==> config.mk <==
export PLATFORM = sky130hd
export DESIGN_NAME = pvwb_integ
export DESIGN_NICKNAME = d
export VERILOG_FILES = /design/src/rtl/particle_verlet_wall_bounce_top_macros.svh /design/src/rtl/pvwb_pkg.sv /design/src/rtl/pvwb_integ.sv
export SDC_FILE = /design/constraint.sdc
export NUM_CORES = 2
export LEC_CHECK = 0
export ABC_CLOCK_PERIOD_IN_PS = 7200
export BUFFER_PORTS_ARGS = -buffer_cell sky130_fd_sc_hd__buf_2
export CORE_AREA = 2 2 421 423
export CTS_CLUSTER_DIAMETER = 50
export DETAILED_ROUTE_END_ITERATION = 12
export DIE_AREA = 0 0 423 425
export MAX_ROUTING_LAYER = met4
export PLACE_DENSITY_LB_ADDON = 0.2
export SKIP_LAST_GASP = 1
export SYNTH_ARGS = -nofsm -noshare
export SYNTH_HDL_FRONTEND = slang
export SYNTH_SLANG_ARGS = --single-unit
==> constraint.sdc <==
create_clock -name i_clk -period 7.2 [get_ports i_clk]
set_input_delay 0.72 -clock i_clk [delete_from_list [all_inputs] [get_ports i_clk]]
set_output_delay 0.72 -clock i_clk [all_outputs]
set_load 0.01 [all_outputs]
==> src/rtl/particle_verlet_wall_bounce_top_macros.svh <==
// Assertion macros for the particle Verlet wall bounce block.
// Taken in by the modules that carry concurrent checks; no other dependencies.
`ifndef PARTICLE_VERLET_WALL_BOUNCE_TOP_MACROS_SVH
`define PARTICLE_VERLET_WALL_BOUNCE_TOP_MACROS_SVH

// Same-cycle implication, disabled while reset is low
`define PVWB_ASSERT_IMPL(name, clk, rst_n, ante, cons, msg) \
    name: assert property (@(posedge clk) disable iff (!(rst_n)) (ante) |-> (cons)) \
        else $error(msg);

// Next-cycle implication, disabled while reset is low
`define PVWB_ASSERT_NEXT(name, clk, rst_n, ante, cons, msg) \
    name: assert property (@(posedge clk) disable iff (!(rst_n)) (ante) |=> (cons)) \
        else $error(msg);

`endif

==> src/rtl/pvwb_pkg.sv <==
// Shared types, constants and saturation helpers for the particle Verlet block.
// No dependencies; the four modules use it through scoped names.
package pvwb_pkg;

    // Pipeline depth in register stages, input word to output register
    localparam int PIPE_LAT = 11;
    localparam int INTEG_LAT = 4;
    localparam int BNC_LAT = 3;
    localparam int POST_WALL_LAT = 2 * BNC_LAT;

    // Configuration register indexes
    typedef enum logic [2:0] {
        CFG_TIME_STEP   = 3'd0,
        CFG_LEFT_EDGE   = 3'd1,
        CFG_RIGHT_EDGE  = 3'd2,
        CFG_TOP_EDGE    = 3'd3,
        CFG_BOTTOM_EDGE = 3'd4
    } t_cfg_idx;

    localparam logic [15:0]        TIME_STEP_RST   = 16'd1092;
    localparam logic signed [15:0] LEFT_EDGE_RST   = 16'sd0;
    localparam logic signed [15:0] RIGHT_EDGE_RST  = 16'sd700;
    localparam logic signed [15:0] TOP_EDGE_RST    = 16'sd0;
    localparam logic signed [15:0] BOTTOM_EDGE_RST = 16'sd700;

    // Wall hit codes
    localparam logic [1:0] HIT_NONE   = 2'd0;
    localparam logic [1:0] HIT_RIGHT  = 2'd1;
    localparam logic [1:0] HIT_LEFT   = 2'd2;
    localparam logic [1:0] HIT_TOP    = 2'd1;
    localparam logic [1:0] HIT_BOTTOM = 2'd2;

    localparam logic signed [31:0] S32_MAX = 32'sh7FFF_FFFF;
    localparam logic signed [31:0] S32_MIN = 32'sh8000_0000;

    // Control that rides along with a bounce stage
    typedef struct packed {
        logic        hit;
        logic        neg_y;
        logic [16:0] rest;
    } t_bnc_ctl;

    // Registered result of the wall stage
    typedef struct packed {
        logic signed [31:0] x;
        logic signed [31:0] y;
        logic signed [31:0] vx;
        logic signed [31:0] vy;
        logic [1:0]         hs;
        logic [1:0]         hv;
        logic [16:0]        rest;
    } t_wall_out;

    // Clamp a wide signed value to 32 bits
    function automatic logic signed [31:0] sat32(input logic signed [35:0] v);
        logic signed [31:0] res;
        if (v > 36'(S32_MAX)) begin
            res = S32_MAX;
        end else if (v < 36'(S32_MIN)) begin
            res = S32_MIN;
        end else begin
            res = v[31:0];
        end
        return res;
    endfunction

    // Saturating negation
    function automatic logic signed [31:0] neg_sat(input logic signed [31:0] v);
        logic signed [31:0] res;
        if (v == S32_MIN) begin
            res = S32_MAX;
        end else begin
            res = -v;
        end
        return res;
    endfunction

endpackage

==> src/rtl/pvwb_integ.sv <==
// One axis of the velocity Verlet step as a four stage pipeline.
// Depends on pvwb_pkg (sat32).
module pvwb_integ (
    input  logic               i_clk,
    input  logic               i_en,
    input  logic [15:0]        i_dt,
    input  logic signed [31:0] i_pos,
    input  logic signed [31:0] i_vel,
    input  logic signed [31:0] i_acc,
    output logic signed [31:0] o_pos,
    output logic signed [31:0] o_vel
);

    logic signed [17:0] w_dt;
    assign w_dt = $signed({2'b00, i_dt});

    // Stage 1: a * dt
    logic signed [48:0] r_m1, n_m1;
    logic signed [31:0] r_p1, r_v1;
    // Stage 2: half-step velocity
    logic signed [31:0] r_ha, n_ha, r_vh, n_vh, r_p2;
    logic signed [48:0] w_ha_sum;
    // Stage 3: vh * dt and final velocity
    logic signed [48:0] r_m2, n_m2;
    logic signed [31:0] r_nv3, n_nv3, r_p3;
    // Stage 4: new position
    logic signed [48:0] w_dp_sum;
    logic signed [32:0] w_dp;
    logic signed [31:0] r_np, n_np, r_nv4;

    always_comb begin
        n_m1     = 49'(i_acc * w_dt);
        // ha = rnd(a*dt, 17)
        w_ha_sum = r_m1 + 49'sd65536;
        n_ha     = w_ha_sum[48:17];
        n_vh     = pvwb_pkg::sat32(36'(r_v1) + 36'(n_ha));
        n_m2     = 49'(r_vh * w_dt);
        n_nv3    = pvwb_pkg::sat32(36'(r_vh) + 36'(r_ha));
        // p' = p + rnd(vh*dt, 16)
        w_dp_sum = r_m2 + 49'sd32768;
        w_dp     = w_dp_sum[48:16];
        n_np     = pvwb_pkg::sat32(36'(r_p3) + 36'(w_dp));
    end

    always_ff @(posedge i_clk) begin
        if (i_en) begin
            r_m1  <= n_m1;
            r_p1  <= i_pos;
            r_v1  <= i_vel;
            r_ha  <= n_ha;
            r_vh  <= n_vh;
            r_p2  <= r_p1;
            r_m2  <= n_m2;
            r_nv3 <= n_nv3;
            r_p3  <= r_p2;
            r_np  <= n_np;
            r_nv4 <= r_nv3;
        end
    end

    assign o_pos = r_np;
    assign o_vel = r_nv4;

endmodule

==> metrics.cfg <==
[timing]
fin_crit_sh = 0.946
tightest_slew_ns = 1.11
drv_slew = 0
fmaxAchievable_ghz = 0.147
layout_min_cycle_time_ns = 6.81
final-setup-viol-count = 0
finalHoldViolations = 0
whs_ns = 0.274
slew_headroom = 0.258
clock_skew_ns = 0.0437

[drt]
drt-vias-per-instance = 4.45
ant_nets = 0
route.vias.total = 35000
first_iter_violations = 1713
drtPass1Iterations = 5
remaining_drc_errors = 0
wirelength_mm = 138
wl_per_cell_um = 17.5

[worst_setup_path]
crit_top_cell = fa_1
end_kind = flip-flop
path_max_fanout = 13
cpPeakStageDelay_ns = 0.56
cp_data_required_time_ns = 7.53
critPathSlowestCell = fa_1
path_cells = buf_12 -> and2_1 -> fa_1 -> inv_1 -> fa_1 -> fa_1 -> inv_1 -> fa_1 -> fa_1 -> inv_1 -> fa_1 -> inv_1 -> ha_1 -> buf_4 -> and4_1 -> nand2_1 -> o21ai_0 -> a311oi_2 -> buf_4 -> a31oi_1 -> buf_4 -> a221oi_2 -> o21ai_0 -> o311a_1
path_class = flip-flop to flip-flop
critPathArrivalTime_ns = 7.14
cp-start-kind = flip-flop

[yosys]
yosysUniqueCellTypes = 85
syn_avg_cell_area_sq_um = 9.96
synth-seq-area-share = 0.204
syn-cell-area_sq_mm = 0.0524
synth-edff-count = 355
synth_nets = 6679
ys.flop_type = edfxtp_1
synth-seq-cells = 355
synthArstFlopShare = 0
yosysWarnings = 0
postSynthCellCount = 5259

[layout]
largest_reg_flops = 34
fillCellCount = 18200
final_nets = 6914
regMostFlops = r_m2
reg.largest.list = r_m2 (34), r_m1 (33)
post_route_cells_drive_above_1_share = 0.0946
area_growth_pct = 12.5

[global_routing]
grt_overflow_total = 0
grt_antenna_before_repair = 10
grt_max_degree = 81
grt_pass1_wl_mm = 221
grtUsageTotal = 0.161
grt_pass1_vias = 38200

[cts]
root_buffer = clkbuf_16
clk_pin_slew_ns = 0.06
ctsHtreeMaxLevel = 2
cts_hold_buf = 0
cts_buffer_depth = 3
clock_latency_ns = 0.62
cts.sinks = 355
cts_tree = done
cts.repair.resized = 0
cts_buffers = 44

[die]
die_h_um = 425
num_rows = 154
initial_utilization = 0.299
core-area_sq_mm = 0.175
pin_count = 178
die_w_um = 423
dieArea_sq_mm = 0.180

[placement]
gp_congestion = 0.859
place.port_buffers = 177
dp_hpwl_mm = 116

[run_status]
outcome = finished, final reports clean

[min_path]
min_path_type = primary input to flip-flop

[run]
cap_violations = 0

synthesized netlist by cell type (all sizes together) (4+ instances only):
cell | number | area (sq um)
inv | 1196 | 4490
fa | 977 | 19600
nand2 | 671 | 2530
and2 | 464 | 2900
edfxtp | 355 | 10700
ha | 329 | 4120
clkbuf | 190 | 716
a21oi | 177 | 897
xnor2 | 139 | 1240
o21ai | 130 | 714
xor2 | 88 | 771
nor2 | 79 | 314
a21o | 74 | 556
nand3 | 54 | 270
nand4 | 37 | 231
and3 | 32 | 200
o21bai | 24 | 180
nand2b | 22 | 138
a31oi | 20 | 140
buf | 19 | 164
nor2b | 18 | 120
o21a | 17 | 128
o211ai | 15 | 141
a211oi | 13 | 103
and4 | 13 | 114
nor3 | 13 | 65.1
o31ai | 12 | 146
a211o | 7 | 61.3
a21boi | 7 | 56.3
or3 | 7 | 43.8
maj3 | 6 | 60.1
a221oi | 5 | 62.6
nor4 | 5 | 31.3
a41oi | 4 | 61.3
final cells by class:
class / instances / area, sq um / share of cell area
well taps: 2340 / 2930 / 0.0497
repair buffers: 398 / 2970 / 0.0504
clock inverters: 29 / 377 / 0.00640
diodes: 4 / 10.0 / 0.000170
clock buffers: 51 / 1130 / 0.0191
flip-flops and latches: 355 / 10700 / 0.181
multi-input cells: 3499 / 36300 / 0.617
inverters: 1196 / 4490 / 0.0762
critical path, delay by kind of cell (launching register included):
| family | cells | cell delay, ns |
|---|---|---|
| AND/OR/NAND/NOR | 3 | 0.44 |
| adder cells (fa/ha/maj) | 7 | 3.36 |
| buffers and inverters | 8 | 0.94 |
| AO/OA/AOI/OAI | 6 | 1.21 |
| flip-flops | 1 | 0.55 |
cells by family after synthesis:
family | share of synthesized area
AO/OA/AOI/OAI | 0.0681
AND/OR/NAND/NOR | 0.134
flip-flops | 0.204
adder cells (fa/ha/maj) | 0.453
XOR/XNOR | 0.0383
buffers and inverters | 0.103
worst paths after layout:
| path | startpoint | endpoint | slack (ns) | cells after the start |
|---|---|---|---|---|
| worst min-delay path | i_vel[23] | r_v1[23]$_DFFE_PP_ | 0.27 | 1 |
| worst min register to register | r_p1[13]$_DFFE_PP_ | r_p2[13]$_DFFE_PP_ | 0.41 | 0 |
| worst max register to register | r_vh[18]$_SDFFCE_PN1P_ | r_m2[42]$_DFFE_PP_ | 0.39 | 24 |
| worst max-delay path | r_vh[18]$_SDFFCE_PN1P_ | r_m2[42]$_DFFE_PP_ | 0.39 | 24 |
timing repair:
action                                 4_1_cts  5_1_grt
buffers inserted                             0       27
endpoints found under the hold margin        0        0
setup endpoints to repair                    0        8
cell usage in the layout, fill, tap and decap left out, types with 11 or more instances in the layout:
master     count
buf_4        188
and2_1       464
nand3_1       54
nand2b_1      22
nor2_1        76
fa_1         977
and3_1        32
buf_2        176
edfxtp_1     355
ha_1         329
xor2_1        88
o211ai_1      11
inv_1       1196
o21ai_2       14
a21oi_1      174
xnor2_1      138
a211oi_1      12
and4_1        13
nand2_1      670
nor3_1        13
o21ai_1       17
a21o_1        74
o21ai_0       98
nand4_1       37
clkbuf_16     44
a31oi_1       19
o21a_1        17
o21bai_1      24
buf_12        33
nor2b_1       17
metal layers:
layer	track usage	routed length [um]	vias up
met5	-	0	-
met4	0.0321	2480	0
met3	0.00936	3150	133
met2	0.286	71000	491
met1	0.203	61400	17800
li1	-	-	16600
metrics by stage:
stage	area [sq um]	TNS, ns	setup WS [ns]	utilization	std cells
2_1_floorplan	52400	0	0.190	-	5259
3_3_place_gp	57100	-0.468	-0.117	0.326	7761
3_5_place_dp	57100	-0.697	-0.163	0.326	7761
4_1_cts	58600	0	0.0531	0.334	7841
5_1_grt	58900	-0.0142	-0.0142	0.336	7871
6_report	58900	0	0.390	0.336	7872
Power is not shown: default switching activity piles up to over one toggle a cycle in this logic, so the estimate is an artifact.
