===== src/rtl/particle_verlet_wall_bounce_top_macros.svh =====
// Assertion macros for the particle Verlet wall bounce block.
// Taken in by the modules that carry concurrent checks; no other dependencies.
`ifndef PARTICLE_VERLET_WALL_BOUNCE_TOP_MACROS_SVH
`define PARTICLE_VERLET_WALL_BOUNCE_TOP_MACROS_SVH

// Same-cycle implication, disabled while reset is low
`define PVWB_ASSERT_IMPL(name, clk, rst_n, ante, cons, msg) \
    name: assert property (@(posedge clk) disable iff (!(rst_n)) (ante) |-> (cons)) \
        else $error(msg);

// Next-cycle implication, disabled while reset is low
`define PVWB_ASSERT_NEXT(name, clk, rst_n, ante, cons, msg) \
    name: assert property (@(posedge clk) disable iff (!(rst_n)) (ante) |=> (cons)) \
        else $error(msg);

`endif


===== src/rtl/pvwb_pkg.sv =====
// Shared types, constants and saturation helpers for the particle Verlet block.
// No dependencies; the four modules use it through scoped names.
package pvwb_pkg;

    // Pipeline depth in register stages, input word to output register
    localparam int PIPE_LAT = 11;
    localparam int INTEG_LAT = 4;
    localparam int BNC_LAT = 3;
    localparam int POST_WALL_LAT = 2 * BNC_LAT;

    // Configuration register indexes
    typedef enum logic [2:0] {
        CFG_TIME_STEP   = 3'd0,
        CFG_LEFT_EDGE   = 3'd1,
        CFG_RIGHT_EDGE  = 3'd2,
        CFG_TOP_EDGE    = 3'd3,
        CFG_BOTTOM_EDGE = 3'd4
    } t_cfg_idx;

    localparam logic [15:0]        TIME_STEP_RST   = 16'd1092;
    localparam logic signed [15:0] LEFT_EDGE_RST   = 16'sd0;
    localparam logic signed [15:0] RIGHT_EDGE_RST  = 16'sd700;
    localparam logic signed [15:0] TOP_EDGE_RST    = 16'sd0;
    localparam logic signed [15:0] BOTTOM_EDGE_RST = 16'sd700;

    // Wall hit codes
    localparam logic [1:0] HIT_NONE   = 2'd0;
    localparam logic [1:0] HIT_RIGHT  = 2'd1;
    localparam logic [1:0] HIT_LEFT   = 2'd2;
    localparam logic [1:0] HIT_TOP    = 2'd1;
    localparam logic [1:0] HIT_BOTTOM = 2'd2;

    localparam logic signed [31:0] S32_MAX = 32'sh7FFF_FFFF;
    localparam logic signed [31:0] S32_MIN = 32'sh8000_0000;

    // Control that rides along with a bounce stage
    typedef struct packed {
        logic        hit;
        logic        neg_y;
        logic [16:0] rest;
    } t_bnc_ctl;

    // Registered result of the wall stage
    typedef struct packed {
        logic signed [31:0] x;
        logic signed [31:0] y;
        logic signed [31:0] vx;
        logic signed [31:0] vy;
        logic [1:0]         hs;
        logic [1:0]         hv;
        logic [16:0]        rest;
    } t_wall_out;

    // Clamp a wide signed value to 32 bits
    function automatic logic signed [31:0] sat32(input logic signed [35:0] v);
        logic signed [31:0] res;
        if (v > 36'(S32_MAX)) begin
            res = S32_MAX;
        end else if (v < 36'(S32_MIN)) begin
            res = S32_MIN;
        end else begin
            res = v[31:0];
        end
        return res;
    endfunction

    // Saturating negation
    function automatic logic signed [31:0] neg_sat(input logic signed [31:0] v);
        logic signed [31:0] res;
        if (v == S32_MIN) begin
            res = S32_MAX;
        end else begin
            res = -v;
        end
        return res;
    endfunction

endpackage


===== src/rtl/pvwb_bounce.sv =====
// One bounce: on a hit, negate a velocity component, scale both by restitution.
// Three register stages. Depends on pvwb_pkg (t_bnc_ctl, sat32, neg_sat).
module pvwb_bounce (
    input  logic               i_clk,
    input  logic               i_en,
    input  pvwb_pkg::t_bnc_ctl i_ctl,
    input  logic signed [31:0] i_vx,
    input  logic signed [31:0] i_vy,
    output pvwb_pkg::t_bnc_ctl o_ctl,
    output logic signed [31:0] o_vx,
    output logic signed [31:0] o_vy
);

    pvwb_pkg::t_bnc_ctl r_a_ctl, r_b_ctl, r_c_ctl;
    logic signed [31:0] r_a_vx, r_a_vy, n_a_vx, n_a_vy;
    logic signed [31:0] r_b_vx, r_b_vy;
    logic signed [49:0] r_b_px, r_b_py, n_b_px, n_b_py;
    logic signed [17:0] w_rest;
    logic signed [49:0] w_sx, w_sy;
    logic signed [33:0] w_qx, w_qy;
    logic signed [31:0] r_c_vx, r_c_vy, n_c_vx, n_c_vy;

    always_comb begin
        // Stage A: saturating negation of the hit component
        n_a_vx = (i_ctl.hit && !i_ctl.neg_y) ? pvwb_pkg::neg_sat(i_vx) : i_vx;
        n_a_vy = (i_ctl.hit && i_ctl.neg_y) ? pvwb_pkg::neg_sat(i_vy) : i_vy;
        // Stage B: v * e
        w_rest = $signed({1'b0, r_a_ctl.rest});
        n_b_px = 50'(r_a_vx * w_rest);
        n_b_py = 50'(r_a_vy * w_rest);
        // Stage C: rnd(v*e, 16), saturate, apply only on a hit
        w_sx   = r_b_px + 50'sd32768;
        w_sy   = r_b_py + 50'sd32768;
        w_qx   = w_sx[49:16];
        w_qy   = w_sy[49:16];
        n_c_vx = r_b_ctl.hit ? pvwb_pkg::sat32(36'(w_qx)) : r_b_vx;
        n_c_vy = r_b_ctl.hit ? pvwb_pkg::sat32(36'(w_qy)) : r_b_vy;
    end

    always_ff @(posedge i_clk) begin
        if (i_en) begin
            r_a_ctl <= i_ctl;
            r_a_vx  <= n_a_vx;
            r_a_vy  <= n_a_vy;
            r_b_ctl <= r_a_ctl;
            r_b_vx  <= r_a_vx;
            r_b_vy  <= r_a_vy;
            r_b_px  <= n_b_px;
            r_b_py  <= n_b_py;
            r_c_ctl <= r_b_ctl;
            r_c_vx  <= n_c_vx;
            r_c_vy  <= n_c_vy;
        end
    end

    assign o_ctl = r_c_ctl;
    assign o_vx  = r_c_vx;
    assign o_vy  = r_c_vy;

endmodule


===== config.mk =====
export PLATFORM = sky130hd
export DESIGN_NAME = pvwb_bounce
export DESIGN_NICKNAME = d
export VERILOG_FILES = /design/src/rtl/particle_verlet_wall_bounce_top_macros.svh /design/src/rtl/pvwb_pkg.sv /design/src/rtl/pvwb_bounce.sv
export SDC_FILE = /design/constraint.sdc
export NUM_CORES = 2
export LEC_CHECK = 0
export ABC_CLOCK_PERIOD_IN_PS = 6300
export BUFFER_PORTS_ARGS = -buffer_cell sky130_fd_sc_hd__buf_4
export CAP_MARGIN = 20
export CELL_PAD_IN_SITES_DETAIL_PLACEMENT = 0
export CELL_PAD_IN_SITES_GLOBAL_PLACEMENT = 1
export CORE_MARGIN = 4
export CORE_UTILIZATION = 47
export CTS_CLUSTER_SIZE = 8
export DETAILED_ROUTE_END_ITERATION = 12
export PLACE_DENSITY = 0.77
export SETUP_SLACK_MARGIN = 0.5
export SYNTH_ARGS = -nofsm -noshare
export SYNTH_HDL_FRONTEND = slang
export SYNTH_SLANG_ARGS = --single-unit

===== constraint.sdc =====
create_clock -name i_clk -period 6.3 [get_ports i_clk]
set_clock_uncertainty 0.15 [all_clocks]
set_input_delay 1.26 -clock i_clk [delete_from_list [all_inputs] [get_ports i_clk]]
set_output_delay 1.26 -clock i_clk [all_outputs]
set_load 0.01 [all_outputs]

==> metrics.txt <==
Synth area leader sky130_fd_sc_hd__fa_1; share of layout cells above drive strength 1 15.4%; max frequency 0.147 GHz; most numerous cell on the critical path sky130_fd_sc_hd__fa_1; average via count per standard cell 5.12; Starting Density 47.5%; min cycle time layout 6.82 ns; number of pins with negative max-slew slack in the final report 0; final total negative setup slack -12.88 ns; largest net degree at the start of global routing 133; number of unique standard cell types used by synthesis 68; crit share post-route 108%; final std cells w/o fill 7,113; number of global-route vias before repair 38,800; placed wire-length estimate after detailed placement 104,000 um; cells traversed along the worst timing path buf_4 -> clkbuf_16 -> buf_4 -> and2_1 -> fa_1 -> inv_1 -> fa_1 -> fa_1 -> inv_1 -> fa_1 -> fa_1 -> inv_1 -> fa_1 -> inv_1 -> ha_2 -> a2111oi_4 -> a311oi_2 -> a221o_1 -> a22oi_2 -> a31oi_4 -> a311oi_4 -> o211ai_1 -> buf_4 -> xor2_1; final routed wirelength across all metal layers 128,000 um; most used flip-flop cell after synthesis sky130_fd_sc_hd__edfxtp_1; routability congestion estimate 0.849; highest cell delay on the worst timing path 0.54 ns; unrepaired setup endpoints after global routing true; first-pass GRT wire length 207,000 um; most area-consuming cells after synthesis sky130_fd_sc_hd__fa_1 (41%), sky130_fd_sc_hd__edfxtp_1 (19%), sky130_fd_sc_hd__inv_1 (9.2%); post-layout worst setup margin -0.516 ns; required arrival time at the worst endpoint 6.52 ns; Crit-path slowest cell sky130_fd_sc_hd__fa_1; async set-reset flop share out of synthesis 0%; average instance area after synthesis 9.77 um2; # IOs 168; combinational family with the most area after synthesis adder cells; number of instances in the synthesized netlist 5,217; xor and xnor area share after synthesis 2.61%; maximum level of the CTS H-tree 2; count of clock tree sinks 319; die height 337 um; register bit count reported by yosys 319; cell at the root of the clock tree sky130_fd_sc_hd__clkbuf_16; number of cells in the design after placement 6,995; vias after detailed routing 36,400; worst hold slack across all endpoints 0.261 ns; Skew-Pair Late Insertion Delay 0.63 ns; count of cells along the worst register-to-register path 24; share of synthesized cell area in full adder, half adder and majority cells 46.5%; number of maximum-capacitance violations 0; worst-margin pin slew 1.04 ns; remaining global-route overflow 0; number of cells on the worst hold path 0; worst relative slew slack 30.5%; Crit Path Max Fanout 8; post-synthesis mux area share 0%; worst-case clock buffer depth 3; area overhead of the layout relative to synthesis 17.3%; number of nets produced by synthesis 6,574; Critical Path End Type flop; failing checks negative setup slack; top cell type's share of synthesized area 40.8%; total of endpoints with negative setup slack in the final report 45; die width 337 um; Clock Pin Slew Worst Setup and Hold Paths 0.05 ns; simple-gate area share of the yosys netlist 15.7%; most numerous cell in the Yosys netlist sky130_fd_sc_hd__inv_1; final hold viol count 0; startpoint types flop; antenna violations before repair 21; Mapped Area 51,000 um2; count of port buffers added during placement 167; count of nets after finishing 7,044; category of the most critical setup path flop to flop; number of enable flip-flop cells after synthesis 319; kind of path behind the tightest hold check flop to flop; result of the run finished, violations left; sequential cell area fraction in the yosys report 18.8%; leading post-synthesis cells by instance count sky130_fd_sc_hd__inv_1 (1,245), sky130_fd_sc_hd__fa_1 (1,038), sky130_fd_sc_hd__and2_1 (651); number of warning messages in the yosys log 0; wire per inst 18.0 um; compound-cell area share of the yosys netlist 5.43%; clock tree from TritonCTS done; drt drc 0; Std-Cell Core Area 107,000 um2; Cell Rows 120; first-pass iteration count of the detailed router 6; Die Outline Area 114,000 um2; first-iteration detailed-routing DRC count 1,990; endpoint arrival time on the critical path 7.04 ns; Detail Route Antenna Nets 0; TritonCTS Buffers 51; global-route usage over all layers 23.3%
-- state kept, by name, summed over array words and instances (netlist names) --
register  count
r_a_vy       32
r_b_vy       32
r_b_px       35
o_vx         32
r_a_ctl      19
r_b_vx       32
o_vy         32
r_a_vx       32
r_b_py       35
o_ctl        19
r_b_ctl      19
-- final timing paths --
kind                                  start          end  slack, ns
worst max register to register   r_a_ctl[6]   r_b_px[48]      -0.52
worst min register to register  r_a_ctl[17]  r_b_ctl[17]       0.26
worst min-delay path            r_a_ctl[17]  r_b_ctl[17]       0.26
worst max-delay path             r_a_ctl[6]   r_b_px[48]      -0.52
-- logic make-up (layout without fill, tap and decap cells) --
group	count (synthesis)	after routing
compound gates	443	443
flops	319	319
buf+inv	1475	1960
xor+xnor	152	152
fa+ha+maj	1272	1272
other cells	0	8
simple gates	1556	1556
-- critical path, delay by kind of cell (launching register included) --
kind | cells | cell delay (ns)
AND/OR/NAND/NOR | 1 | 0.16
adder cells (fa/ha/maj) | 7 | 3.24
XOR/XNOR | 1 | 0.14
flip-flops | 1 | 0.43
buffers and inverters | 8 | 0.87
AO/OA/AOI/OAI | 7 | 1.58
-- metal layers --
metal  track usage, %  wire length, um
met5                0              142
met3             4.24             7000
met1             30.1            52600
met2             40.0            64200
met4             7.10             4380
-- metrics by stage --
step | setup slack (ns) | util, % | area [um2]
floorplan | -0.239 | - | 51400
global placement | -0.686 | 53.4 | 57300
detailed placement | -0.727 | 53.4 | 57300
CTS | -0.492 | 55.0 | 59100
global route | -0.728 | 55.7 | 59800
finish | -0.516 | 55.7 | 59800
-- repair_timing --
action                                  4_1_cts  5_1_grt
pin swaps                                    19       50
cloned                                        1        3
gates resized for setup                      47       89
setup buffers                                 9       29
endpoints found under the setup margin       66       70
hold buffers                                  0        0
-- area by class of cell --
| class | count | area [um2] |
|---|---|---|
| diodes | 8 | 20.0 |
| clock buffers | 52 | 1280 |
| clock inverters | 16 | 159 |
| fillers | 9600 | 47600 |
| inverters | 1245 | 4670 |
| multi-input cells | 3423 | 36800 |
| flip-flops and latches | 319 | 9580 |
| well taps | 1403 | 1760 |
| repair buffers | 647 | 5530 |
-- cell usage in the layout (no fill, tap or decap), types with 19 or more instances in the layout --
cell type                   netlist  routed
sky130_fd_sc_hd__inv_1         1245    1238
sky130_fd_sc_hd__fa_1          1038    1008
sky130_fd_sc_hd__and2_1         651     643
sky130_fd_sc_hd__buf_4            0     589
sky130_fd_sc_hd__nand2_1        540     538
sky130_fd_sc_hd__edfxtp_1       319     319
sky130_fd_sc_hd__ha_1           234     210
sky130_fd_sc_hd__nor2_1         157     151
sky130_fd_sc_hd__a21oi_1        158     134
sky130_fd_sc_hd__xnor2_1         89      88
sky130_fd_sc_hd__xor2_1          63      63
sky130_fd_sc_hd__a21o_1          58      58
sky130_fd_sc_hd__clkbuf_16        0      54
sky130_fd_sc_hd__nand3_1         50      48
sky130_fd_sc_hd__o21ai_0         55      43
sky130_fd_sc_hd__buf_12           0      43
sky130_fd_sc_hd__o21ai_1         40      41
sky130_fd_sc_hd__o22a_1          31      31
sky130_fd_sc_hd__fa_2             0      30
sky130_fd_sc_hd__nor3_1          25      24
sky130_fd_sc_hd__and3_1          25      23
sky130_fd_sc_hd__ha_4             0      21
sky130_fd_sc_hd__a31oi_1         25      19
Power is left out: the tool's default activity adds up to more than one toggle a clock period on the data nets, which glitch-free logic cannot reach.
