File: config.mk
export PLATFORM = sky130hd
export DESIGN_NAME = pvwb_wall
export DESIGN_NICKNAME = d
export VERILOG_FILES = /design/src/rtl/particle_verlet_wall_bounce_top_macros.svh /design/src/rtl/pvwb_pkg.sv /design/src/rtl/pvwb_wall.sv
export SDC_FILE = /design/constraint.sdc
export NUM_CORES = 1
export LEC_CHECK = 0
export ABC_CLOCK_PERIOD_IN_PS = 13400
export CAP_MARGIN = 10
export CORE_ASPECT_RATIO = 0.7
export CORE_MARGIN = 1
export CORE_UTILIZATION = 42
export CTS_BUF_LIST = sky130_fd_sc_hd__clkbuf_8
export CTS_CLUSTER_SIZE = 30
export DETAILED_ROUTE_END_ITERATION = 16
export DONT_BUFFER_PORTS = 1
export SETUP_SLACK_MARGIN = 0.15
export SYNTH_ARGS = -nofsm -noshare
export SYNTH_HDL_FRONTEND = slang
export SYNTH_SLANG_ARGS = --single-unit
File: constraint.sdc
create_clock -name i_clk -period 13.4 [get_ports i_clk]
set_clock_uncertainty 0.2 [all_clocks]
set_input_delay 2.68 -clock i_clk [delete_from_list [all_inputs] [get_ports i_clk]]
set_output_delay 2.68 -clock i_clk [all_outputs]
set_load 0.02 [all_outputs]
File: src/rtl/particle_verlet_wall_bounce_top_macros.svh
// Assertion macros for the particle Verlet wall bounce block.
// Taken in by the modules that carry concurrent checks; no other dependencies.
`ifndef PARTICLE_VERLET_WALL_BOUNCE_TOP_MACROS_SVH
`define PARTICLE_VERLET_WALL_BOUNCE_TOP_MACROS_SVH

// Same-cycle implication, disabled while reset is low
`define PVWB_ASSERT_IMPL(name, clk, rst_n, ante, cons, msg) \
    name: assert property (@(posedge clk) disable iff (!(rst_n)) (ante) |-> (cons)) \
        else $error(msg);

// Next-cycle implication, disabled while reset is low
`define PVWB_ASSERT_NEXT(name, clk, rst_n, ante, cons, msg) \
    name: assert property (@(posedge clk) disable iff (!(rst_n)) (ante) |=> (cons)) \
        else $error(msg);

`endif

File: src/rtl/pvwb_pkg.sv
// Shared types, constants and saturation helpers for the particle Verlet block.
// No dependencies; the four modules use it through scoped names.
package pvwb_pkg;

    // Pipeline depth in register stages, input word to output register
    localparam int PIPE_LAT = 11;
    localparam int INTEG_LAT = 4;
    localparam int BNC_LAT = 3;
    localparam int POST_WALL_LAT = 2 * BNC_LAT;

    // Configuration register indexes
    typedef enum logic [2:0] {
        CFG_TIME_STEP   = 3'd0,
        CFG_LEFT_EDGE   = 3'd1,
        CFG_RIGHT_EDGE  = 3'd2,
        CFG_TOP_EDGE    = 3'd3,
        CFG_BOTTOM_EDGE = 3'd4
    } t_cfg_idx;

    localparam logic [15:0]        TIME_STEP_RST   = 16'd1092;
    localparam logic signed [15:0] LEFT_EDGE_RST   = 16'sd0;
    localparam logic signed [15:0] RIGHT_EDGE_RST  = 16'sd700;
    localparam logic signed [15:0] TOP_EDGE_RST    = 16'sd0;
    localparam logic signed [15:0] BOTTOM_EDGE_RST = 16'sd700;

    // Wall hit codes
    localparam logic [1:0] HIT_NONE   = 2'd0;
    localparam logic [1:0] HIT_RIGHT  = 2'd1;
    localparam logic [1:0] HIT_LEFT   = 2'd2;
    localparam logic [1:0] HIT_TOP    = 2'd1;
    localparam logic [1:0] HIT_BOTTOM = 2'd2;

    localparam logic signed [31:0] S32_MAX = 32'sh7FFF_FFFF;
    localparam logic signed [31:0] S32_MIN = 32'sh8000_0000;

    // Control that rides along with a bounce stage
    typedef struct packed {
        logic        hit;
        logic        neg_y;
        logic [16:0] rest;
    } t_bnc_ctl;

    // Registered result of the wall stage
    typedef struct packed {
        logic signed [31:0] x;
        logic signed [31:0] y;
        logic signed [31:0] vx;
        logic signed [31:0] vy;
        logic [1:0]         hs;
        logic [1:0]         hv;
        logic [16:0]        rest;
    } t_wall_out;

    // Clamp a wide signed value to 32 bits
    function automatic logic signed [31:0] sat32(input logic signed [35:0] v);
        logic signed [31:0] res;
        if (v > 36'(S32_MAX)) begin
            res = S32_MAX;
        end else if (v < 36'(S32_MIN)) begin
            res = S32_MIN;
        end else begin
            res = v[31:0];
        end
        return res;
    endfunction

    // Saturating negation
    function automatic logic signed [31:0] neg_sat(input logic signed [31:0] v);
        logic signed [31:0] res;
        if (v == S32_MIN) begin
            res = S32_MAX;
        end else begin
            res = -v;
        end
        return res;
    endfunction

endpackage

File: src/rtl/pvwb_wall.sv
// Wall test and position clamp for both axes, one register stage.
// Depends on pvwb_pkg (hit codes, t_wall_out).
module pvwb_wall (
    input  logic                i_clk,
    input  logic                i_en,
    input  logic signed [15:0]  i_left,
    input  logic signed [15:0]  i_right,
    input  logic signed [15:0]  i_top,
    input  logic signed [15:0]  i_bottom,
    input  logic signed [31:0]  i_x,
    input  logic signed [31:0]  i_y,
    input  logic signed [31:0]  i_vx,
    input  logic signed [31:0]  i_vy,
    input  logic [8:0]          i_radius,
    input  logic [16:0]         i_rest,
    output pvwb_pkg::t_wall_out o_wall
);

    logic signed [33:0] w_x, w_y, w_r;
    logic signed [33:0] w_lft, w_rgt, w_top, w_bot;
    logic signed [16:0] w_rad;
    logic signed [16:0] w_cl_r, w_cl_l, w_cl_t, w_cl_b;
    pvwb_pkg::t_wall_out r_wall, n_wall;

    always_comb begin
        w_x    = 34'(i_x);
        w_y    = 34'(i_y);
        w_r    = $signed({17'b0, i_radius, 8'b0});
        w_lft  = 34'($signed({i_left, 8'b0}));
        w_rgt  = 34'($signed({i_right, 8'b0}));
        w_top  = 34'($signed({i_top, 8'b0}));
        w_bot  = 34'($signed({i_bottom, 8'b0}));
        w_rad  = $signed({8'b0, i_radius});
        // Clamp targets in whole pixels
        w_cl_r = 17'(i_right) - w_rad;
        w_cl_l = 17'(i_left) + w_rad;
        w_cl_t = 17'(i_top) + w_rad;
        w_cl_b = 17'(i_bottom) - w_rad;

        n_wall      = '0;
        n_wall.x    = i_x;
        n_wall.y    = i_y;
        n_wall.vx   = i_vx;
        n_wall.vy   = i_vy;
        n_wall.rest = i_rest;
        n_wall.hs   = pvwb_pkg::HIT_NONE;
        n_wall.hv   = pvwb_pkg::HIT_NONE;

        // Right wall wins over left
        if (w_x + w_r > w_rgt) begin
            n_wall.x  = 32'($signed({w_cl_r, 8'b0}));
            n_wall.hs = pvwb_pkg::HIT_RIGHT;
        end else if (w_x - w_r < w_lft) begin
            n_wall.x  = 32'($signed({w_cl_l, 8'b0}));
            n_wall.hs = pvwb_pkg::HIT_LEFT;
        end

        // Upper wall wins over lower
        if (w_y - w_r < w_top) begin
            n_wall.y  = 32'($signed({w_cl_t, 8'b0}));
            n_wall.hv = pvwb_pkg::HIT_TOP;
        end else if (w_y + w_r > w_bot) begin
            n_wall.y  = 32'($signed({w_cl_b, 8'b0}));
            n_wall.hv = pvwb_pkg::HIT_BOTTOM;
        end
    end

    always_ff @(posedge i_clk) begin
        if (i_en) begin
            r_wall <= n_wall;
        end
    end

    assign o_wall = r_wall;

endmodule

==> results of run 1 <==
through the flow:
stage / util, % / setup WS, ns / hold slack, ns / instances
6_report: 46.00 / 5.717 / 2.103 / 1710
5_1_grt: 46.00 / 5.384 / 2.064 / 1709
4_1_cts: 46.00 / 5.818 / 2.069 / 1709
3_5_place_dp: 44.64 / 5.308 / 2.579 / 1677
3_3_place_gp: 44.64 / 5.344 / 2.579 / 1677
2_1_floorplan: - / 6.318 / 2.579 / 1317
per-layer routing:
metal | part of all wire (%) | wire length [µm]
met3 | 12 | 4826
met4 | 1.3 | 537
met5 | 0.11 | 46
met1 | 45 | 18080
met2 | 42 | 16800
path summary, 6_finish.rpt:
path,end,depth (start not counted)
worst min-delay path,o_wall[8],0
worst max-delay path,o_wall[141],19
layout make-up:
type / count / share of cell area, %
flip-flops and latches: 149 / 33.14
diodes: 1 / 0.01854
inverters: 118 / 3.281
well taps: 405 / 3.754
repair buffers: 4 / 0.2224
clock inverters: 15 / 1.223
clock buffers: 17 / 1.733
multi-input cells: 1001 / 56.62
where the power goes:
part | total (mW) | internal (mW) | switching [mW]
Sequential | 0.674 | 0.581 | 0.0923
Clock | 0.370 | 0.155 | 0.215
Combinational | 0.385 | 0.159 | 0.226
layout by cell type (no fill, tap or decap), drive strengths merged, types with 14 or more instances in the layout:
master  count
ha        170
edfxtp    149
inv       124
a21oi      87
xnor2      86
nand2      81
nor2       81
nor3       46
o21ai      43
nand3      39
xor2       38
a21o       27
mux2i      25
and3       24
nor2b      20
o21a       20
clkbuf     17
nor4       17
or3        14
kinds of logic (layout without fill, tap and decap cells):
kind of cell / after synthesis / after routing
AO/OA/AOI/OAI: 279 / 279
XOR/XNOR: 124 / 124
adder cells (fa/ha/maj): 178 / 178
buffers and inverters: 167 / 154
flip-flops: 149 / 149
multiplexers: 28 / 28
other: 0 / 1
AND/OR/NAND/NOR: 392 / 392
==> summary.txt, run 1 <==
Critical path
  – CP bufs+invs: 3
  – Worst-path fanout max: 26
  – Critical path's top delay family: compound AO/OA/AOI/OAI gates
  – Worst Setup Start Kind: input port
  – Largest stage delay, worst path: ~0.48 ns
  – CP Data Arrival Time: between 7 and 8 ns
  – Crit path max-delay cell type: fa_1
  – Crit path from: i_radius[1]
  – Critical path required time: 13.51 ns
  – Worst path cell trace: inv_1 -> fa_1 -> o21bai_1 -> a21oi_1 -> o21ba_2 -> o31ai_1 -> a21oi_1 -> nand2b_1 -> nor2_1 -> xor2_1 -> ha_1 -> a21o_1 -> a2111oi_0 -> o221ai_1 -> o21ai_2 -> buf_4 -> inv_1 -> o311a_1 -> a21oi_1
  – Crit Path Class: in2reg
  – CP endpoint kind: flop
  – CP most frequent cell: a21oi_1

Floorplan
  – Die area: roughly 31000 µm²
  – Ports: roughly 370
  – Core area: 29340 µm²
  – Die W: ~210 µm
  – Die H: between 100 and 150 µm
  – Row count: between 50 and 60
  – Effective utilization at floorplan: a little over two fifths

Run status
  – Status: finished clean

Yosys
  – Synth top area cells: edfxtp_1, ha_1, xnor2_1
  – Sequential cell area fraction in the yosys report: between 30% and 40%
  – Top-count cell post-synth: ha_1
  – Synth Area in Compound Gates: approximately 15%
  – Post-synth cell types: 86
  – Synth Area in XOR/XNOR: around 8.6%
  – Main synth FF type: edfxtp_1
  – Adder-Cell Fraction of Synth Area: between 10% and 20%
  – Simple-gate area share of the yosys netlist: 16.11%
  – Synth area leader: edfxtp_1
  – Post-Syn Nets: ~1700
  – Post-Syn Area per Cell: around 9.7 µm²
  – Yosys warning count: 0
  – Mux cell area share after synthesis: roughly 2.2%
  – Post-synth EDFFs: ~150
  – Top-area cell type share of the netlist area: around a third
  – Synth Register Bits: around 150
  – Async set or reset register ratio after synthesis: 0%
  – Synth top cells by count: ha_1, edfxtp_1, inv_1
  – Largest family of logic cells by synthesized area: adder cells
  – Mapped Area: about 13000 µm²
  – Syn Inst Count: between 1000 and 1500

Global route
  – Met3 usage: between 10% and 20%
  – GRT overflow: 0
  – Antenna violations before repair: 3
  – Largest net degree at the start of global routing: 150
  – Vias in the first global route: 9286
  – Gr busiest metal: met2
  – Met2 Track Usage GR: 36.85%
  – GR Util All Layers: between 20% and 30%
  – Met1 usage: between 30% and 40%
  – First-pass GRT wire length: 59200 µm

Cells and area
  – Max FFs per register: around 150
  – Multi-input gate area: ~7600 µm²
  – Fillers: ~2800
  – Layout area overhead: 5.951%
  – Post-route cell area: 13500 µm²
  – Layout cell share with drive strength beyond 1: 5.368%
  – Register area: roughly 4500 µm²
  – Layout Nets: approximately 1700

Flow run
  – MaxCap Viol Count: 0

Placed design
  – HPWL after DPL: between 30000 and 40000 µm
  – Gp weighted congestion: 0.9354
  – I/O Buffers: 0
  – Placed cell areas: about 13000 µm²

Routing
  – Post-DRT Antenna Nets: 0
  – Vias per cell: about 5.8
  – Via count: 9851
  – Avg WL per Cell: ~24 µm
  – DRT Wirelength: roughly 40000 µm
  – Number of detailed-route iterations in the first pass: 5
  – # DRC: 0
  – Initial drt markers: 660

Min path
  – Hold path start: i_rest[8]
  – Worst Hold Class: in2reg

Pwr
  – Tot Pwr: between 1 and 1.5 mW
  – Leak pwr: roughly 5.6 nW
  – Pwr dens: around 110 nW/µm²
  – Peak supply drop: ~0.064 mV

Timing
  – Setup violators final: 0
  – RSZ-0062 raised after global routing: no
  – Fin crit period: 7.683 ns
  – Slew Limit Fails: 0
  – TNS Setup: 0 ns
  – Slew HR: between 30% and 40%
  – Fin. Hold Viols: 0
  – Period utilization: between 50% and 60%
  – Slew @ Worst Pin: 0.9563 ns
  – Max frequency: between 0.1 and 0.15 GHz

Clock tree
  – Root Driver: clkbuf_8
  – Post-CTS setup buffer count: 0
  – # hold bufs at CTS: 0
  – Cts bufs inserted: 17
  – Clock transition at path regs: approximately 0.12 ns
  – CTS tree: built
  – H-tree Lvls: 4
  – Clock sink count: between 100 and 150
  – Clk buf depth: 2
  – Post-cts resize count: 0
No activity file was read; power rests on OpenSTA's default activity.
==> run 2: changes to the inputs <==
Settings changed: ABC_CLOCK_PERIOD_IN_PS 13400 to 6700.
Clock period 13.4 ns to 6.7 ns, I/O delays scaled along.
==> summary.txt, run 2 (synthesized netlist as in run 1, its figures left out) <==
Pwr
  – Sequential share of power: 47.5% (was 47.2%)
  – Switch Pwr: 1.072 mW (was 0.5327 mW)
  – Pwr dens: 209.4 nW/µm² (was 105.8 nW/µm²)
  – Tot Pwr: 2.841 mW (was 1.428 mW)
  – Leak pwr: 5.635 nW (was 5.587 nW)
  – Peak supply drop: 0.1104 mV (was 0.06393 mV)
  – Sw Ratio: 37.73% (was 37.29%)
  – Combinational power share: 27.6% (was 27.0%)
  – Internal: 1.769 mW (was 0.8957 mW)
  – Clock share of power: 24.9% (was 25.9%)

Cells and area
  – Layout Nets: 1700 (was 1689)
  – Most frequent cells in the layout: ha_1, edfxtp_1, inv_1 (unchanged)
  – Max FFs per register: 149 (unchanged)
  – Commonest non-fill, non-tap cell in the layout: ha_1 (unchanged)
  – Multi-input gate area: 7644 µm² (unchanged)
  – Layout area overhead: 6.491% (was 5.951%)
  – Register area: 4474 µm² (unchanged)
  – Fillers: 2762 (was 2764)
  – Layout cell share with drive strength beyond 1: 6.160% (was 5.368%)

Clock tree
  – Root Driver: clkbuf_8 (unchanged)
  – # hold bufs at CTS: 0 (unchanged)
  – Clock sink count: 149 (unchanged)
  – CTS tree: built (unchanged)
  – Post-CTS setup buffer count: 0 (unchanged)
  – Clock transition at path regs: 0.14 ns (was 0.12 ns)
  – Clk buf depth: 2 (unchanged)
  – Cts bufs inserted: 17 (unchanged)
  – Post-cts resize count: 0 (unchanged)
  – H-tree Lvls: 4 (unchanged)

Critical path
  – Largest stage delay, worst path: 0.59 ns (was 0.48 ns)
  – Worst Setup Start Kind: input port (unchanged)
  – Worst path cell trace: inv_1 -> ha_1 -> or4_4 -> or3_1 -> or3_1 -> o31ai_4 -> and2b_1 -> xnor2_1 -> ha_1 -> nand2_1 -> nor4_1 -> o2111a_1 -> a2111oi_0 -> o31a_1 -> xor2_4 -> buf_12 -> mux2_1 -> mux2i_1 (was inv_1 -> fa_1 -> o21bai_1 -> a21oi_1 -> o21ba_2 -> o31ai_1 -> a21oi_1 -> nand2b_1 -> nor2_1 -> xor2_1 -> ha_1 -> a21o_1 -> a2111oi_0 -> o221ai_1 -> o21ai_2 -> buf_4 -> inv_1 -> o311a_1 -> a21oi_1)
  – Crit Path Class: in2reg (unchanged)
  – CP Data Arrival Time: 6.07 ns (was 7.79 ns)
  – Critical path required time: 6.81 ns (was 13.51 ns)
  – CP bufs+invs: 2 (was 3)
  – Worst-path fanout max: 37 (was 26)
  – CP endpoint kind: flop (unchanged)
  – Critical path's top delay family: simple AND/OR/NAND/NOR gates (was compound AO/OA/AOI/OAI gates)
  – Crit path max-delay cell type: or4_4 (was fa_1)

Routing
  – Avg WL per Cell: 23.46 µm (was 23.56 µm)
  – Via count: 9911 (was 9851)
  – Initial drt markers: 963 (was 660)
  – DRT Wirelength: 40430 µm (was 40290 µm)
  – # DRC: 0 (unchanged)
  – Number of detailed-route iterations in the first pass: 5 (unchanged)
  – Vias per cell: 5.752 (was 5.761)
  – Post-DRT Antenna Nets: 0 (unchanged)

Timing
  – Fin. Hold Viols: 0 (unchanged)
  – Period utilization: 89.05%
  – Slew HR: 28.97% (was 36.09%)
  – TNS Setup: 0 ns (unchanged)
  – Setup violators final: 0 (unchanged)
  – Max frequency: 0.1676 GHz
  – Slew @ Worst Pin: 1.063 ns (was 0.9563 ns)
  – RSZ-0062 raised after global routing: no (unchanged)
  – Slew Limit Fails: 0 (unchanged)
  – Fin crit period: 5.966 ns

Global route
  – Largest net degree at the start of global routing: 150 (unchanged)
  – GRT overflow: 0 (unchanged)
  – Vias in the first global route: 9119 (was 9286)
  – GR Util All Layers: 25.53% (was 25.50%)
  – First-pass GRT wire length: 58790 µm (was 59200 µm)
  – Antenna violations before repair: 4 (was 3)

Floorplan
  – Core area: 29340 µm² (unchanged)
  – Ports: 369 (unchanged)
  – Effective utilization at floorplan: 43.42% (unchanged)
  – Row count: 52 (unchanged)
  – Die area: 31050 µm² (unchanged)
  – Die W: 210.2 µm (unchanged)
  – Die H: 147.7 µm (unchanged)

Min path
  – Worst Hold Class: in2reg (unchanged)

Placed design
  – Gp weighted congestion: 0.9541 (was 0.9354)
  – HPWL after DPL: 32600 µm (was 32140 µm)
  – I/O Buffers: 0 (unchanged)

Flow run
  – MaxCap Viol Count: 0 (unchanged)

Run status
  – Status: finished clean (unchanged)
==> run 2: cell count changes in the layout (fill, tap and decap cells not counted) <==
cell / before / now
buf_12: 0 / 1
inv_8: 2 / 4
diode_2: 1 / 3
clkinv_8: 2 / 0
bufinv_16: 1 / 0
buf_4: 4 / 14
clkinv_4: 3 / 2
inv_6: 4 / 6
==> run 2: layer usage <==
layer  GRT usage, %  routed length [µm]  vias to the layer above
met5         0.6270                  40                        -
met4          7.372                 774                        4
met3          10.37                4495                       32
met2          35.08               16270                      408
met1          36.20               18850                     4692
li1               -                   -                     4775
==> run 2: through the flow <==
stage	setup slack (ns)	std cells	utilization [%]	hold WS, ns	area [µm²]
floorplan	0.9582	1317	-	1.239	12740
global placement	0.3188	1688	44.96	1.239	13190
detailed placement	0.2097	1688	44.96	1.239	13190
CTS	0.7565	1720	46.21	0.6763	13560
global route	0.2895	1723	46.24	0.6818	13570
finish	0.7339	1723	46.24	0.7239	13570
==> run 2: final cells by class <==
type / count / share of cell area (%)
repair buffers: 15 / 0.9222
clock inverters: 15 / 0.9867
well taps: 405 / 3.735
clock buffers: 17 / 1.724
diodes: 3 / 0.05533
flip-flops and latches: 149 / 32.98
multi-input cells: 1001 / 56.34
inverters: 118 / 3.264
==> run 2: power by group through the flow <==
stage / clock network (mW) / logic, mW / registers, mW
4_1_cts: 0.728 / 0.778 / 1.35
3_3_place_gp: 0 / 0.761 / 1.37
6_report: 0.708 / 0.784 / 1.35
5_1_grt: 0.759 / 0.875 / 1.36
2_1_floorplan: 0 / 0.593 / 1.34
3_5_place_dp: 0 / 0.770 / 1.37
==> run 2: final timing paths <==
path / depth (start not counted) / startpoint / slack [ns] / endpoint
setup / recovery: 18 / i_radius[8] / 0.73 / o_wall[126]
hold / removal: 0 / i_vy[0] / 0.72 / o_wall[21]
